==> src/hw/rtl/qte_pkg.sv <==
// Shared types and constants for the quaternion to Euler angle converter.
package qte_pkg;

  localparam int TERM_W   = 34;
  localparam int CORDIC_W = TERM_W + 2;
  localparam int ANG_W    = 18;
  localparam int ATAN_LEN = 30;
  localparam int RAD_W    = 62;
  localparam int ROOT_STEPS = 31;

  localparam logic signed [TERM_W-1:0] ONE_Q30 = TERM_W'(64'sd1 <<< 30);
  localparam logic signed [ANG_W-1:0]  PITCH_MAX = ANG_W'(18'sd16384);
  localparam logic signed [ANG_W-1:0]  PITCH_MIN = -ANG_W'(18'sd16384);

  localparam logic [31:0] ATAN_UNITS [0:ATAN_LEN-1] = '{
    32'h20000000, 32'h12E4051D, 32'h09FB385B, 32'h051111D4, 32'h028B0D43,
    32'h0145D7E1, 32'h00A2F61E, 32'h00517C55, 32'h0028BE53, 32'h00145F2E,
    32'h000A2F98, 32'h000517CC, 32'h00028BE6, 32'h000145F3, 32'h0000A2F9,
    32'h0000517C, 32'h000028BE, 32'h0000145F, 32'h00000A2F, 32'h00000517,
    32'h0000028B, 32'h00000145, 32'h000000A2, 32'h00000051, 32'h00000028,
    32'h00000014, 32'h0000000A, 32'h00000005, 32'h00000002, 32'h00000001
  };

  typedef struct packed {
    logic signed [15:0] quat_w;
    logic signed [15:0] quat_x;
    logic signed [15:0] quat_y;
    logic signed [15:0] quat_z;
  } quat_t;

  typedef struct packed {
    logic signed [15:0] roll_angle;
    logic signed [15:0] pitch_angle;
    logic signed [15:0] yaw_angle;
    logic               pitch_clamped;
  } euler_t;

  typedef struct packed {
    logic signed [TERM_W-1:0] sinr;
    logic signed [TERM_W-1:0] cosr;
    logic signed [TERM_W-1:0] siny;
    logic signed [TERM_W-1:0] cosy;
    logic signed [TERM_W-1:0] sinp;
    logic                     pos;
    logic                     neg;
  } terms_t;

endpackage

==> src/hw/rtl/qte_cordic.sv <==
// Pipelined vectoring CORDIC: four-quadrant arctangent of (y, x).
module qte_cordic import qte_pkg::*; #(
  parameter int ITERATIONS = 16,
  parameter int ANGLE_BITS = 16
) (
  input  logic                     clk,
  input  logic                     rst,
  input  logic                     in_valid,
  input  logic signed [TERM_W-1:0] y_in,
  input  logic signed [TERM_W-1:0] x_in,
  output logic                     out_valid,
  output logic signed [ANG_W-1:0]  angle
);

  localparam int ZW = ANGLE_BITS + 2;
  localparam int SH = ANGLE_BITS - 16;
  localparam logic signed [ZW-1:0] QUARTER = ZW'(1) <<< (ANGLE_BITS - 2);

  logic signed [CORDIC_W-1:0] xs   [0:ITERATIONS];
  logic signed [CORDIC_W-1:0] ys   [0:ITERATIONS];
  logic signed [ZW-1:0]       zs   [0:ITERATIONS];
  logic                       zero [0:ITERATIONS];
  logic                       vld  [0:ITERATIONS];

  logic signed [CORDIC_W-1:0] xe, ye, x0, y0;
  logic signed [ZW-1:0]       z0;
  logic signed [ZW-1:0]       zf;
  logic signed [ANG_W-1:0]    ang;

  assign xe = CORDIC_W'(x_in);
  assign ye = CORDIC_W'(y_in);

  always_comb begin
    x0 = xe;
    y0 = ye;
    z0 = '0;
    if (xe < 0) begin
      if (ye >= 0) begin
        x0 = ye;
        y0 = -xe;
        z0 = QUARTER;
      end else begin
        x0 = -ye;
        y0 = xe;
        z0 = -QUARTER;
      end
    end
  end

  always_ff @(posedge clk) begin
    if (rst) begin
      vld[0] <= 1'b0;
    end else begin
      vld[0] <= in_valid;
    end
    xs[0]   <= x0;
    ys[0]   <= y0;
    zs[0]   <= z0;
    zero[0] <= (xe == 0) && (ye == 0);
  end

  for (genvar i = 0; i < ITERATIONS; i++) begin : g_iter
    localparam logic [31:0] DA32 = ATAN_UNITS[i] >> (32 - ANGLE_BITS);
    localparam logic signed [ZW-1:0] DA = ZW'(DA32);
    logic signed [CORDIC_W-1:0] dx, dy;
    assign dx = ys[i] >>> i;
    assign dy = xs[i] >>> i;
    always_ff @(posedge clk) begin
      if (rst) begin
        vld[i+1] <= 1'b0;
      end else begin
        vld[i+1] <= vld[i];
      end
      if (ys[i] >= 0) begin
        xs[i+1] <= xs[i] + dx;
        ys[i+1] <= ys[i] - dy;
        zs[i+1] <= zs[i] + DA;
      end else begin
        xs[i+1] <= xs[i] - dx;
        ys[i+1] <= ys[i] + dy;
        zs[i+1] <= zs[i] - DA;
      end
      zero[i+1] <= zero[i];
    end
  end

  assign zf = zero[ITERATIONS] ? '0 : zs[ITERATIONS];

  if (SH > 0) begin : g_down
    localparam logic signed [ZW:0] HALF = (ZW+1)'(1) <<< (SH - 1);
    logic signed [ZW:0] zr;
    assign zr  = (ZW+1)'(zf) + HALF;
    assign ang = zr[SH+ANG_W-1:SH];
  end else if (SH < 0) begin : g_up
    assign ang = {zf, {(-SH){1'b0}}};
  end else begin : g_same
    assign ang = zf;
  end

  always_ff @(posedge clk) begin
    if (rst) begin
      out_valid <= 1'b0;
    end else begin
      out_valid <= vld[ITERATIONS];
    end
    angle <= ang;
  end

endmodule

==> config.mk <==
export PLATFORM = sky130hd
export DESIGN_NAME = qte_cordic
export DESIGN_NICKNAME = d
export VERILOG_FILES = /design/src/hw/rtl/qte_pkg.sv /design/src/hw/rtl/qte_cordic.sv
export SDC_FILE = /design/constraint.sdc
export NUM_CORES = 2
export LEC_CHECK = 0
export ABC_AREA = 0
export BUFFER_PORTS_ARGS = -buffer_cell sky130_fd_sc_hd__buf_2
export CORE_ASPECT_RATIO = 0.75
export CORE_MARGIN = 3
export CORE_UTILIZATION = 50
export CTS_CLUSTER_DIAMETER = 30
export DETAILED_ROUTE_END_ITERATION = 8
export PLACE_DENSITY = 0.62
export SLEW_MARGIN = 20
export SYNTH_ARGS = -nofsm -noshare
export SYNTH_HDL_FRONTEND = slang
export SYNTH_SLANG_ARGS = --single-unit
==> constraint.sdc <==
create_clock -name clk -period 5.55 [get_ports clk]
set_input_delay 0.555 -clock clk [delete_from_list [all_inputs] [get_ports clk]]
set_output_delay 0.555 -clock clk [all_outputs]
set_load 0.1 [all_outputs]
Word-level counts from Yosys, hierarchy flattened

Memory sizes are Yosys's and may differ from the RTL's. A register that Yosys moved wholly into a read port is not among the register bits.
Cells that the tools add are included.

Flip-flop bits (word level): 0
Memories: 5
Input bits: 71
Bits in writable memories: 1564
Logic and storage cells: 306

Multiplexer cells: 122
Reductions and logical operators: 3
Add/sub/neg operators: 93
Bitwise operators: 65
Magnitude comparators: 18

Memories:

| name | words | bits a word | rd ports | clocked after memory_dff | wr ports | line             | source |
|---|---|---|---|---|---|---|---|
| xs   | 17    | 36          | 16       | 0                        | 17       | qte_cordic.sv:19 | `logic signed [CORDIC_W-1:0] xs [0:ITERATIONS];` |
| ys   | 17    | 36          | 16       | 0                        | 17       | qte_cordic.sv:20 | `logic signed [CORDIC_W-1:0] ys [0:ITERATIONS];` |
| zs   | 17    | 18          | 17       | 1                        | 17       | qte_cordic.sv:21 | `logic signed [ZW-1:0] zs [0:ITERATIONS];` |
| vld  | 17    | 1           | 17       | 1                        | 17       | qte_cordic.sv:23 | `logic vld [0:ITERATIONS];` |
| zero | 17    | 1           | 17       | 0                        | 17       | qte_cordic.sv:22 | `logic zero [0:ITERATIONS];` |

Operators with widths:

| cell                                                                                  | number |
|---|---|
| 36-bit two-way mux                                                                    | 36 |
| 36-bit by 1-bit greater-or-equal comparator with 1-bit output (second input constant) | 16 |
| 18-bit two-way mux                                                                    | 18 |
| 36-bit by 21-bit adder with 36-bit output                                             | 2 |
| 36-bit by 22-bit adder with 36-bit output                                             | 2 |
| 36-bit by 23-bit adder with 36-bit output                                             | 2 |
| 36-bit by 24-bit adder with 36-bit output                                             | 2 |
| 36-bit by 25-bit adder with 36-bit output                                             | 2 |
| 36-bit by 26-bit adder with 36-bit output                                             | 2 |
| 36-bit by 27-bit adder with 36-bit output                                             | 2 |
| 36-bit by 28-bit adder with 36-bit output                                             | 2 |
| 36-bit by 29-bit adder with 36-bit output                                             | 2 |
| 36-bit by 30-bit adder with 36-bit output                                             | 2 |
| 36-bit by 31-bit adder with 36-bit output                                             | 2 |
| 36-bit by 32-bit adder with 36-bit output                                             | 2 |
| 36-bit by 33-bit adder with 36-bit output                                             | 2 |
| 36-bit by 34-bit adder with 36-bit output                                             | 2 |
| 36-bit by 35-bit adder with 36-bit output                                             | 2 |
| 36-bit logical NOT                                                                    | 2 |
| 34-bit negation with 36-bit output                                                    | 2 |
| 36-bit by 21-bit subtractor with 36-bit output                                        | 2 |
| 36-bit by 22-bit subtractor with 36-bit output                                        | 2 |
| 36-bit by 23-bit subtractor with 36-bit output                                        | 2 |
| 36-bit by 24-bit subtractor with 36-bit output                                        | 2 |
| 46 further kinds                                                                      | 189 |

Longest topological paths before layout

Depth after elaboration: 4
Depth in mapped cells: 23
Depth with buffers taken out: 22

Worst setup path after synthesis

No wires, ideal clock.

Kind: register to register
From: memory xs[1][7] (netlist name)
To: memory ys[2][34] (netlist name)
Cell stages (with the launch flop): 20
Required time: 5.423 ns
Arrival time: 4.664 ns
Path buffers: 0
Library setup time: 0.127 ns
Clock period less this slack: 4.790 ns
Slack: 0.760 ns
Cell sequence: dfxtp_1 > or4_1 > or3_4 > or4_4 > or4_1 > or3_1 > or4_4 > nand2_1 > xor2_1 > ha_1 > a21o_1 > a21o_1 > a21oi_1 > nor2_1 > o21a_1 > o21ai_0 > nand2b_1 > a21oi_1 > o21ai_0 > xor2_1

RTL lines:

| item        | line |
|---|---|
| from (decl) | qte_cordic.sv:19 |
| to (decl)   | qte_cordic.sv:20 |

==> results.sh <==
export IMPL_outcome="finished, final reports clean"
export IMPL_fin_crit_sh=0.943
export IMPL_synth_distinct_cells=84
export IMPL_end_kind="flip-flop"
export IMPL_yosys_area_top_type="dfxtp_1"
export IMPL_synth_seq_cells=1225
export IMPL_ys_async_sr_fraction=0
export IMPL_fin_setup_tns_ns=0
export IMPL_worst_slew_pin_slew_ns=0.977
export IMPL_rsz0062_at_grt="no"
export IMPL_vias=79200
export IMPL_path_clk_slew_ns=0.05
export IMPL_synth_avg_cell_area_um2=8.45
export IMPL_dp_cells=13100
export IMPL_final_common_cell="dfxtp_1"
export IMPL_ant_nets=0
export IMPL_min_delay_start="y_in[17]"
export IMPL_synth_top_cells_by_area="dfxtp_1, ha_1, xnor2_1"
export IMPL_hold_viol=0
export IMPL_layout_drive_gt1_share=0.0618
export IMPL_antenna_found_initial=11
export IMPL_final_cell_mix="dfxtp_1, ha_1, a21oi_1, xnor2_1, nor2_1"
export IMPL_io_pins=90
export IMPL_grt_pass1_wl_mm=415
export IMPL_critPathRequiredTime_ns=6.34
export IMPL_cts_root_buf="clkbuf_16"
export IMPL_insertion_delay_ns=0.86
export IMPL_port_buffers=89
export IMPL_maxSlewViolCount=0
export IMPL_cts_tree="yes"
export IMPL_dp_hpwl_mm=217
export IMPL_min_delay_path_depth=3
export IMPL_drc=0
export IMPL_core_area_um2=179000
export IMPL_drtPass1Iterations=6
export IMPL_via_per_inst=5.82
export IMPL_cp_max_fo=4
export IMPL_fill_cells=16200
export IMPL_rows=134
export IMPL_die_x_um=498
export IMPL_grt_pass1_vias=74100
export IMPL_grt_max_degree=89
export IMPL_syn_area_um2=90800
export IMPL_rrSetupSlack_ns=0.32
export IMPL_synth_edff_count=0
export IMPL_start_util=0.507
export IMPL_slew_headroom=0.332
export IMPL_gr_usage_all_layers=0.274
export IMPL_final_cells=13600
export IMPL_synth_cells=10700
export IMPL_whs_ns=0.0602
export IMPL_synthFlopType="dfxtp_1"
export IMPL_synth_seq_area_share=0.270
export IMPL_fin_worst_skew_ns=0.0636
export IMPL_critPathArrivalTime_ns=6.03
export IMPL_cts_max_level=4
export IMPL_reg2reg_to="ys[5][35]"
export IMPL_wire_per_inst_um=19.6
export IMPL_drtIter0Drc=6312
export IMPL_cts_max_path_buffers=3
export IMPL_grt_overflow_total=0
export IMPL_synth_top_area_share=0.270
export IMPL_hold_class="in -> reg"
export IMPL_cts_buffers=228
export IMPL_post_route_util=0.575
export IMPL_yosysWarnings=0
export IMPL_nNetsFinal=12300
export IMPL_areaGrowthSynthToFinish_pct=13.4
export IMPL_dieArea_um2=187000
export IMPL_setup_violations=0
export IMPL_gp_congestion=0.954
export IMPL_fmax_mhz=191
export IMPL_startpoint_type="flip-flop"
export IMPL_r2r_cells=19
export IMPL_period_needed_ns=5.23
export IMPL_whs_endpoint="ys[0][17]"
export IMPL_n_antenna_cell=0
export IMPL_reg2reg_from="xs[4][10]"
export IMPL_routed_wl_mm=267
export IMPL_cap_viol_max_count=0
export IMPL_die_y_um=375
export IMPL_worstSetupPathType="reg -> reg"
export IMPL_clock_sinks=1225
-- critical path, cell delays in order (launching register included) --
cell      delay, ns
dfxtp_1        0.35
or4_4          0.56
or3_4          0.37
or4_4          0.53
or4_1          0.51
or2_1          0.28
o21ai_0        0.21
xor2_1         0.17
ha_1           0.28
inv_1          0.09
o21bai_1       0.09
a21o_1         0.18
a21oi_1        0.20
nand2b_1       0.13
o311ai_0       0.16
a31oi_1        0.21
buf_4          0.15
o21ai_0        0.14
or4_1          0.50
nand3_1        0.08
-- final cells by class --
cell class	instances	area, um2	area share
Tap cell	2380	2980	0.0289
Inverter	500	1880	0.0182
Multi-Input combinational cell	8858	63800	0.620
Timing Repair Buffer	206	1440	0.0140
Clock inverter	169	2250	0.0219
Clock buffer	263	6020	0.0585
Sequential cell	1225	24500	0.238
-- metal layers --
metal  wire length, um  global-route usage  part of all wire  vias up
li1                  -                   -                 -    39200
met1            128000               0.391              0.48    37300
met2            118000               0.432              0.44     2269
met3             15900              0.0396             0.060      342
met4              5840              0.0676             0.022        2
met5                17                   0          0.000064        -
-- worst max path at each step --
| stage | startpoint | endpoint | slack, ns | depth (start not counted) |
|---|---|---|---|---|
| after floorplan | xs[1][7] | ys[2][34] | 0.76 | 19 |
| after global placement | xs[2][8] | ys[3][35] | 0.19 | 18 |
| after detailed placement | ys[4][9] | xs[5][35] | 0.24 | 15 |
| after CTS | ys[4][9] | xs[5][35] | 0.20 | 15 |
| after global routing | xs[1][6] | ys[2][34] | 0.009 | 19 |
| final | xs[4][10] | ys[5][35] | 0.32 | 19 |
-- sequential cells by signal, summed over array words and instances (netlist names) --
name	cells
ys	469
xs	455
zs	248
angle	18
vld	17
zero	17
out_valid	1
-- stage by stage --
step                      area [um2]  setup WS [ns]
after floorplan                91000          0.760
after global placement         94100          0.190
after detailed placement       94100          0.240
after CTS                     103000          0.202
after global routing          103000        0.00934
final                         103000          0.316
-- Yosys cell counts, drive strengths merged, types with 38 or more instances --
cell type / number
fa: 38
xnor2: 978
a211oi: 69
nor2b: 201
ha: 1123
xor2: 619
nand2: 612
o21bai: 189
nor4: 75
a21oi: 1036
a21o: 432
o21ai: 680
o31ai: 210
or3: 148
nor3: 203
a31oi: 75
nor2: 726
nand2b: 188
inv: 497
o41ai: 105
or4: 118
nand3: 175
mux2i: 40
dfxtp: 1225
and3: 82
or2: 42
clkbuf: 188
nand4: 72
o21a: 126
-- kinds of logic (layout without fill, tap and decap cells) --
family,count (synthesis),after routing,synth area share
AND/OR/NAND/NOR,2741,2741,0.151
multiplexers,43,43,0.00478
AO/OA/AOI/OAI,3259,3259,0.227
other,1,57,0.0000413
adder cells (fa/ha/maj),1161,1161,0.163
flip-flops,1225,1225,0.270
XOR/XNOR,1597,1597,0.154
buffers and inverters,716,1138,0.0297
-- what timing repair did --
action,CTS,global route
hold buffers,46,0
resized for setup,0,10
buffers inserted,0,1
endpoints found under the setup margin,0,14
endpoints found under the hold margin,54,0
Power is not shown: default switching activity piles up to over one toggle a cycle in this logic, so the estimate is an artifact.
